File: src/rtl/core/cbg_pkg.sv
`timescale 1ns / 1ps
// ----------------------------------------------------------------------------
// Circuit breaker gate package
// Shared types and constants for the three-state circuit breaker.
// ----------------------------------------------------------------------------
package cbg_pkg;

    localparam int TIME_W   = 64;
    localparam int STREAK_W = 16;
    localparam int CFG_IDX_W = 2;

    typedef enum logic [1:0] {
        BRK_CLOSED    = 2'd0,
        BRK_OPEN      = 2'd1,
        BRK_HALF_OPEN = 2'd2
    } brk_state_t;

    typedef enum logic [CFG_IDX_W-1:0] {
        CFG_TRIP_THRESHOLD = 2'd0,
        CFG_COOLDOWN_TIME  = 2'd1
    } cfg_index_t;

    localparam logic CMD_ALLOW  = 1'b0;
    localparam logic CMD_RECORD = 1'b1;

    localparam logic [STREAK_W-1:0] STREAK_MAX    = {STREAK_W{1'b1}};
    localparam logic [STREAK_W-1:0] THRESHOLD_RST = STREAK_W'(1);

endpackage

File: src/rtl/core/cbg_if.sv
`timescale 1ns / 1ps
// ----------------------------------------------------------------------------
// Circuit breaker gate channel interfaces
// Request, response and configuration channels with valid/ready handshakes.
// ----------------------------------------------------------------------------
interface cbg_req_if
    import cbg_pkg::*;
();
    logic              valid;
    logic              ready;
    logic              command;
    logic              outcome_ok;
    logic [TIME_W-1:0] timestamp;

    modport source (output valid, output command, output outcome_ok, output timestamp,
                    input ready);
    modport sink   (input valid, input command, input outcome_ok, input timestamp,
                    output ready);
endinterface

interface cbg_rsp_if;
    logic       valid;
    logic       ready;
    logic       allowed;
    logic [1:0] breaker_state;

    modport source (output valid, output allowed, output breaker_state, input ready);
    modport sink   (input valid, input allowed, input breaker_state, output ready);
endinterface

interface cbg_cfg_if
    import cbg_pkg::*;
();
    logic                 valid;
    logic                 ready;
    logic [CFG_IDX_W-1:0] index;
    logic [TIME_W-1:0]    data;

    modport source (output valid, output index, output data, input ready);
    modport sink   (input valid, input index, input data, output ready);
endinterface

File: src/rtl/core/circuit_breaker_gate_core.sv
`timescale 1ns / 1ps
// ----------------------------------------------------------------------------
// Circuit breaker gate core
// Three-state circuit breaker (closed, open, half-open) that grants or
// refuses call requests and tracks recorded call outcomes.
// ----------------------------------------------------------------------------
// Each request on the req channel either asks permission for a call or
// records a call's outcome, and carries the caller's 64-bit timestamp.
// Every request yields exactly one response on the rsp channel with the
// grant flag and the breaker state after the request.
// The cfg channel writes the trip threshold (index 0) and the cooldown time
// (index 1); it is always ready and other indexes are ignored.
// A request is captured in an input register and then evaluated into the
// response register, which drives the response. One request is accepted
// every cycle while the receiver takes each response.
// The breaker state is updated as each request moves into the response
// register, so back-to-back requests see the state left by the one before.
// When the receiver stalls, the response register holds and the input
// register still takes one more request; further requests wait.
// Reset closes the breaker, clears the failure streak and trip time, sets
// the threshold to one and the cooldown to zero.
// ----------------------------------------------------------------------------
module circuit_breaker_gate_core
    import cbg_pkg::*;
(
    input  logic       clk,
    input  logic       rst_n,
    cbg_req_if.sink    req,
    cbg_rsp_if.source  rsp,
    cbg_cfg_if.sink    cfg
);

    logic                in_valid_reg;
    logic                in_command_reg;
    logic                in_ok_reg;
    logic [TIME_W-1:0]   in_time_reg;

    logic                out_valid_reg;
    logic                out_allowed_reg;
    logic                out_allowed_next;

    brk_state_t          state_reg;
    brk_state_t          state_next;
    logic [STREAK_W-1:0] streak_reg;
    logic [STREAK_W-1:0] streak_next;
    logic [TIME_W-1:0]   tripped_reg;
    logic [TIME_W-1:0]   tripped_next;

    logic [STREAK_W-1:0] threshold_reg;
    logic [TIME_W-1:0]   cooldown_reg;

    logic                advance;

    assign advance   = in_valid_reg && (!out_valid_reg || rsp.ready);
    assign req.ready = !in_valid_reg || advance;
    assign cfg.ready = 1'b1;

    assign rsp.valid         = out_valid_reg;
    assign rsp.allowed       = out_allowed_reg;
    assign rsp.breaker_state = state_reg;

    always_ff @(posedge clk or negedge rst_n)
    begin
        if (!rst_n)
        begin
            threshold_reg <= THRESHOLD_RST;
            cooldown_reg  <= '0;
        end
        else if (cfg.valid)
        begin
            case (cfg.index)
                CFG_TRIP_THRESHOLD: threshold_reg <= cfg.data[STREAK_W-1:0];
                CFG_COOLDOWN_TIME:  cooldown_reg  <= cfg.data;
                default:            ;
            endcase
        end
    end

    always_ff @(posedge clk or negedge rst_n)
    begin
        if (!rst_n)
        begin
            in_valid_reg <= 1'b0;
        end
        else if (req.ready)
        begin
            in_valid_reg <= req.valid;
        end
    end

    always_ff @(posedge clk)
    begin
        if (req.valid && req.ready)
        begin
            in_command_reg <= req.command;
            in_ok_reg      <= req.outcome_ok;
            in_time_reg    <= req.timestamp;
        end
    end

    always_ff @(posedge clk or negedge rst_n)
    begin
        if (!rst_n)
        begin
            out_valid_reg <= 1'b0;
        end
        else if (advance)
        begin
            out_valid_reg <= 1'b1;
        end
        else if (rsp.ready)
        begin
            out_valid_reg <= 1'b0;
        end
    end

    always_ff @(posedge clk)
    begin
        if (advance)
        begin
            out_allowed_reg <= out_allowed_next;
        end
    end

    always_ff @(posedge clk or negedge rst_n)
    begin
        if (!rst_n)
        begin
            state_reg   <= BRK_CLOSED;
            streak_reg  <= '0;
            tripped_reg <= '0;
        end
        else if (advance)
        begin
            state_reg   <= state_next;
            streak_reg  <= streak_next;
            tripped_reg <= tripped_next;
        end
    end

    always_comb
    begin
        logic [TIME_W-1:0]   elapsed;
        logic [STREAK_W-1:0] streak_inc;
        logic [STREAK_W-1:0] threshold_eff;

        elapsed       = in_time_reg - tripped_reg;
        streak_inc    = (streak_reg == STREAK_MAX) ? streak_reg : streak_reg + 1'b1;
        threshold_eff = (threshold_reg == '0) ? THRESHOLD_RST : threshold_reg;

        state_next       = state_reg;
        streak_next      = streak_reg;
        tripped_next     = tripped_reg;
        out_allowed_next = 1'b0;

        if (in_command_reg == CMD_ALLOW)
        begin
            case (state_reg)
                BRK_OPEN:
                begin
                    if (elapsed >= cooldown_reg)
                    begin
                        state_next       = BRK_HALF_OPEN;
                        out_allowed_next = 1'b1;
                    end
                end
                default:
                begin
                    out_allowed_next = 1'b1;
                end
            endcase
        end
        else if (in_ok_reg)
        begin
            state_next  = BRK_CLOSED;
            streak_next = '0;
        end
        else
        begin
            case (state_reg)
                BRK_HALF_OPEN:
                begin
                    state_next   = BRK_OPEN;
                    tripped_next = in_time_reg;
                end
                default:
                begin
                    streak_next = streak_inc;
                    if (streak_inc >= threshold_eff)
                    begin
                        state_next   = BRK_OPEN;
                        tripped_next = in_time_reg;
                    end
                end
            endcase
        end
    end

endmodule
File: src/flat_wrapper.sv
// flat-port wrapper written by rule: the top's interface ports become plain ports
module circuit_breaker_gate_core_flat import cbg_pkg::*;
  (clk, rst_n, req_valid, req_command, req_outcome_ok, req_timestamp, req_ready, rsp_valid, rsp_allowed, rsp_breaker_state, rsp_ready, cfg_valid, cfg_index, cfg_data, cfg_ready);
  cbg_req_if req_i ();
  cbg_rsp_if rsp_i ();
  cbg_cfg_if cfg_i ();
  input  logic clk;
  input  logic rst_n;
  input wire logic [$bits(req_i.valid)-1:0] req_valid;
  input wire logic [$bits(req_i.command)-1:0] req_command;
  input wire logic [$bits(req_i.outcome_ok)-1:0] req_outcome_ok;
  input wire logic [$bits(req_i.timestamp)-1:0] req_timestamp;
  output wire logic [$bits(req_i.ready)-1:0] req_ready;
  output wire logic [$bits(rsp_i.valid)-1:0] rsp_valid;
  output wire logic [$bits(rsp_i.allowed)-1:0] rsp_allowed;
  output wire logic [$bits(rsp_i.breaker_state)-1:0] rsp_breaker_state;
  input wire logic [$bits(rsp_i.ready)-1:0] rsp_ready;
  input wire logic [$bits(cfg_i.valid)-1:0] cfg_valid;
  input wire logic [$bits(cfg_i.index)-1:0] cfg_index;
  input wire logic [$bits(cfg_i.data)-1:0] cfg_data;
  output wire logic [$bits(cfg_i.ready)-1:0] cfg_ready;
  assign req_i.valid = req_valid;
  assign req_i.command = req_command;
  assign req_i.outcome_ok = req_outcome_ok;
  assign req_i.timestamp = req_timestamp;
  assign req_ready = req_i.ready;
  assign rsp_valid = rsp_i.valid;
  assign rsp_allowed = rsp_i.allowed;
  assign rsp_breaker_state = rsp_i.breaker_state;
  assign rsp_i.ready = rsp_ready;
  assign cfg_i.valid = cfg_valid;
  assign cfg_i.index = cfg_index;
  assign cfg_i.data = cfg_data;
  assign cfg_ready = cfg_i.ready;
  circuit_breaker_gate_core u_core (.clk(clk), .rst_n(rst_n), .req(req_i), .rsp(rsp_i), .cfg(cfg_i));
endmodule
File: config.mk
export PLATFORM = sky130hd
export DESIGN_NAME = circuit_breaker_gate_core_flat
export DESIGN_NICKNAME = d
export VERILOG_FILES = /design/src/rtl/core/cbg_pkg.sv /design/src/rtl/core/cbg_if.sv /design/src/rtl/core/circuit_breaker_gate_core.sv /design/src/flat_wrapper.sv
export SDC_FILE = /design/constraint.sdc
export NUM_CORES = 1
export LEC_CHECK = 0
export BUFFER_PORTS_ARGS = -buffer_cell sky130_fd_sc_hd__buf_2
export CAP_MARGIN = 25
export CORE_MARGIN = 1.5
export CORE_UTILIZATION = 60
export DETAILED_ROUTE_END_ITERATION = 10
export HOLD_SLACK_MARGIN = 0.08
export MAX_ROUTING_LAYER = met4
export PLACE_DENSITY_LB_ADDON = 0.25
export SYNTH_ARGS = -nofsm -noshare
export SYNTH_HDL_FRONTEND = slang
export SYNTH_SLANG_ARGS = --single-unit
File: constraint.sdc
create_clock -name clk -period 5.9 [get_ports clk]
set_input_delay 0 -clock clk [delete_from_list [all_inputs] [get_ports clk]]
set_output_delay 0 -clock clk [all_outputs]
set_load 0.05 [all_outputs]
==> flow_metrics.tcl <==
set metrics [dict create \
    place.detailed.instances 1816 \
    syn_inst 1386 \
    slew_violations 0 \
    cp-end-kind "flop" \
    path_class "flop to flop" \
    numCtsBuffers 26 \
    critical_path.reg2reg.startpoint "u_core.in_time_reg[0]" \
    most_frequent_cells_in_the_layout "164 x sky130_fd_sc_hd__inv_1, 163 x sky130_fd_sc_hd__dfrtp_1, 157 x sky130_fd_sc_hd__dlygate4sd3_1, 144 x sky130_fd_sc_hd__ha_1, 140 x sky130_fd_sc_hd__buf_2" \
    finalWeightedCongestion 0.924 \
    layout_worst_path_cycle_share 0.936 \
    leakagePower_nw 8.34 \
    initial_core_util 0.611 \
    postSynthAreaPerCell_um2 10.4 \
    comb_power_share 0.494 \
    hold_viol 0 \
    floorplan.die.width_um 158 \
    final_antenna_net_count 0 \
    post-route-min-period_ns 5.52 \
    clkPwrFrac 0.224 \
    drv.max_cap_violation_count 0 \
    cp_slowest_cell "sky130_fd_sc_hd__o311ai_1" \
    synth.top_cells.by_area "sky130_fd_sc_hd__dfrtp_1 28%, sky130_fd_sc_hd__edfxtp_1 14%, sky130_fd_sc_hd__ha_1 13%, sky130_fd_sc_hd__mux2_2 10%, sky130_fd_sc_hd__inv_1 4.3%" \
    path_buf_inv 3 \
    ys_seq_elements 231 \
    ys_seq_area_frac 0.426 \
    grt_first_pass_wirelength_um 55700 \
    drt_pre_antenna_iters 6 \
    vias 11500 \
    floorplan.die.height_um 158 \
    layout.filler_cells 1587 \
    outcome "complete, no violations" \
    switching_power_w 0.00293 \
    die_area_um2 24900 \
    async_flop_share 0.710 \
    worst_slew_margin_rel 0.336 \
    count_of_flip_flops_with_a_built_in_enable_after_synthesis 67 \
    tightest_slew_ns 0.991 \
    clock_latency_ns 0.54 \
    detail_route.drc_violations 0 \
    yosys_most_used_dff "sky130_fd_sc_hd__dfrtp_1" \
    synth.yosys.warnings 0 \
    kind_of_cell_adding_the_most_delay_to_the_critical_path "compound AO/OA/AOI/OAI gates" \
    switching_share 0.382 \
    floorplan.rows 56 \
    min-delay-path-class "input pin to flop" \
    clockRootBuffer "sky130_fd_sc_hd__clkbuf_16" \
    worst_hold_path.num_cells 2 \
    min_delay_worst_endpoint "u_core.in_time_reg[6]" \
    worstRegToRegCells 24 \
    post-dp-hpwl_um 23400 \
    critical_path_required_ns 6.27 \
    timing.reg2reg.setup_slack_ns 0.38 \
    critical-path-top-cell-by-count "sky130_fd_sc_hd__o21ai_0" \
    syn_nets 1668 \
    synth.cell_area_um2 14400 \
    first_global_vias 11600 \
    grt_usage 0.291 \
    critPathArrivalTime_ns 5.89 \
    cts_num_sinks 231 \
    wl_per_cell_um 17.3 \
    synth.lib_cells_used.distinct 68 \
    cp_slowest_stage_delay_ns 0.50 \
    seq_power_share 0.282 \
    detailedRoute.firstIterationViolations 776 \
    ctsLongestPathBuffers 3 \
    portBuffers 141 \
    max_clock_freq_ghz 0.181 \
    clk_transition_reported_paths_ns 0.07 \
    final.setup_skew_ns 0.0151 \
    detail_route.wirelength_um 35000 \
    grt_antenna_before_repair 0 \
    rsz0062_at_grt "no" \
    layout_cells_sized_above_1 0.200 \
    critPathLaunchType "flop" \
    vdd_ir_drop_max_mv 0.289 \
    critical_path_peak_fanout 3 \
    finish.cell_count_without_fillers 2024 \
    ioPinCount 143 \
    final_net_count 1965 \
    synthDominantCellAreaShare 0.284 \
    internal_power_w 0.00475 \
    vias_per_cell 5.68 \
    synth_top_cell_by_area "sky130_fd_sc_hd__dfrtp_1" \
    utilization 0.763 \
    worstHoldStart "req_timestamp[6]" \
    power_per_cell_area_nw_per_um2 429 \
    worstPathCellList "inv_1 > ha_1 > inv_1 > fa_1 > a21o_1 > a31o_1 > o311ai_1 > a311oi_1 > o31a_1 > a311oi_2 > o21ai_1 > a311o_1 > xor2_1 > ha_1 > and4_1 > nand2_1 > or2_2 > o21ai_0 > a21oi_1 > o21ai_0 > a211oi_1 > buf_4 > o21ai_0 > o21ai_0" \
    area.growth.synth_to_final_pct 24.8 \
    setup_tns_ns 0 \
    tritoncts_clock_tree "yes" \
    grt_max_degree 104 \
    core_area_um2 23500 \
    reg2reg_to "u_core.rsp.breaker_state[0]" \
    cts-htree-levels 1 \
    finalSetupViolations 0 \
    layout.cells.most_common "sky130_fd_sc_hd__inv_1" \
    grt_overflow_total 0 \
]
worst register-to-register path: cells and delay by family (launching register included):
family	cells	cell delay, ns
AND/OR/NAND/NOR	3	0.53
buffers and inverters	3	0.28
XOR/XNOR	1	0.15
flip-flops	1	0.37
adder cells (fa/ha/maj)	3	0.82
AO/OA/AOI/OAI	14	3.21
Yosys cell counts, types with 5 or more instances:
| cell | count |
|---|---|
| sky130_fd_sc_hd__inv_1 | 164 |
| sky130_fd_sc_hd__dfrtp_1 | 163 |
| sky130_fd_sc_hd__ha_1 | 144 |
| sky130_fd_sc_hd__mux2_2 | 132 |
| sky130_fd_sc_hd__a21oi_1 | 103 |
| sky130_fd_sc_hd__nand2_1 | 80 |
| sky130_fd_sc_hd__o21ai_0 | 70 |
| sky130_fd_sc_hd__edfxtp_1 | 67 |
| sky130_fd_sc_hd__a21o_1 | 54 |
| sky130_fd_sc_hd__xnor2_1 | 44 |
| sky130_fd_sc_hd__nor2_1 | 43 |
| sky130_fd_sc_hd__clkbuf_1 | 25 |
| sky130_fd_sc_hd__nand3_1 | 25 |
| sky130_fd_sc_hd__nand4_1 | 23 |
| sky130_fd_sc_hd__xor2_1 | 22 |
| sky130_fd_sc_hd__a31oi_1 | 18 |
| sky130_fd_sc_hd__nor3_1 | 17 |
| sky130_fd_sc_hd__and2_1 | 14 |
| sky130_fd_sc_hd__and3_1 | 13 |
| sky130_fd_sc_hd__buf_2 | 12 |
| sky130_fd_sc_hd__o21bai_1 | 12 |
| sky130_fd_sc_hd__a22o_1 | 11 |
| sky130_fd_sc_hd__o21a_1 | 11 |
| sky130_fd_sc_hd__nand2b_1 | 10 |
| sky130_fd_sc_hd__nor2b_1 | 8 |
| sky130_fd_sc_hd__and4_1 | 7 |
| sky130_fd_sc_hd__o31ai_1 | 7 |
| sky130_fd_sc_hd__nor4_1 | 5 |
| sky130_fd_sc_hd__o211ai_1 | 5 |
cell families (layout without fill, tap and decap cells):
group | count (synthesis) | after routing | share of synthesized area
adders and majority gates | 145 | 145 | 0.127
xor gates and xnor gates | 66 | 66 | 0.0403
DFF | 231 | 231 | 0.426
and+or+nand+nor | 261 | 261 | 0.0912
buffers and inverters | 202 | 519 | 0.0541
muxes | 132 | 132 | 0.104
AOI/OAI and AO/OA | 348 | 348 | 0.157
other | 1 | 3 | 0.000261
what timing repair did:
| action | CTS | global route |
|---|---|---|
| buffers inserted | 0 | 0 |
| gates resized for setup | 0 | 0 |
| hold endpoints to repair | 250 | 6 |
| hold buffers | 156 | 1 |
layout make-up:
class / instances / area [um^2] / share of cell area
antenna: 2 / 5.00 / 0.000279
sequential: 231 / 6120 / 0.341
timing repair buffer: 307 / 2370 / 0.132
inverter: 164 / 616 / 0.0344
tap: 319 / 399 / 0.0223
multi-input combinational: 953 / 7480 / 0.418
clock buffer: 40 / 827 / 0.0462
clock inverter: 8 / 98.8 / 0.00552
stage by stage:
step	power (W)	hold WS, ns	worst slack (ns)	instance area, um^2
6_report	0.00768	0.169	0.380	17900
5_1_grt	0.00826	0.169	0.0935	17900
4_1_cts	0.00764	0.151	0.457	17900
3_5_place_dp	0.00581	0.178	0.491	15400
3_3_place_gp	0.00567	0.177	0.620	15400
2_1_floorplan	0.00493	-0.296	1.38	14400
worst max-delay path by stage:
stage	slack, ns	from	cells after the start	to
after global placement	0.62	u_core.in_time_reg[0]	24	u_core.rsp.breaker_state[0]
after floorplan	1.38	u_core.in_time_reg[0]	22	u_core.rsp.allowed
after detailed placement	0.49	u_core.in_time_reg[0]	24	u_core.rsp.breaker_state[0]
final	0.38	u_core.in_time_reg[0]	24	u_core.rsp.breaker_state[0]
after global routing	0.09	u_core.in_time_reg[0]	24	u_core.rsp.breaker_state[0]
after CTS	0.46	u_core.in_time_reg[0]	24	u_core.rsp.breaker_state[0]
power groups by stage:
| stage | registers, W | clock network (W) | logic (W) |
|---|---|---|---|
| after floorplan | 0.00215 | 0 | 0.00278 |
| after global placement | 0.00216 | 0 | 0.00351 |
| after CTS | 0.00216 | 0.00173 | 0.00375 |
| after global routing | 0.00220 | 0.00181 | 0.00425 |
| final | 0.00216 | 0.00172 | 0.00379 |
| after detailed placement | 0.00218 | 0 | 0.00363 |
layer usage:
metal  global-route usage  up-vias  routed length, um  share of wire
met4               0.0925        0               1050          0.030
met2                0.506      323              17600           0.50
met3               0.0375       77               1600          0.046
met5                    -        -                  0              0
met1                0.352     5510              14800           0.42
li1                     -     5582                  -              -
(Power assumes the default switching activity.)
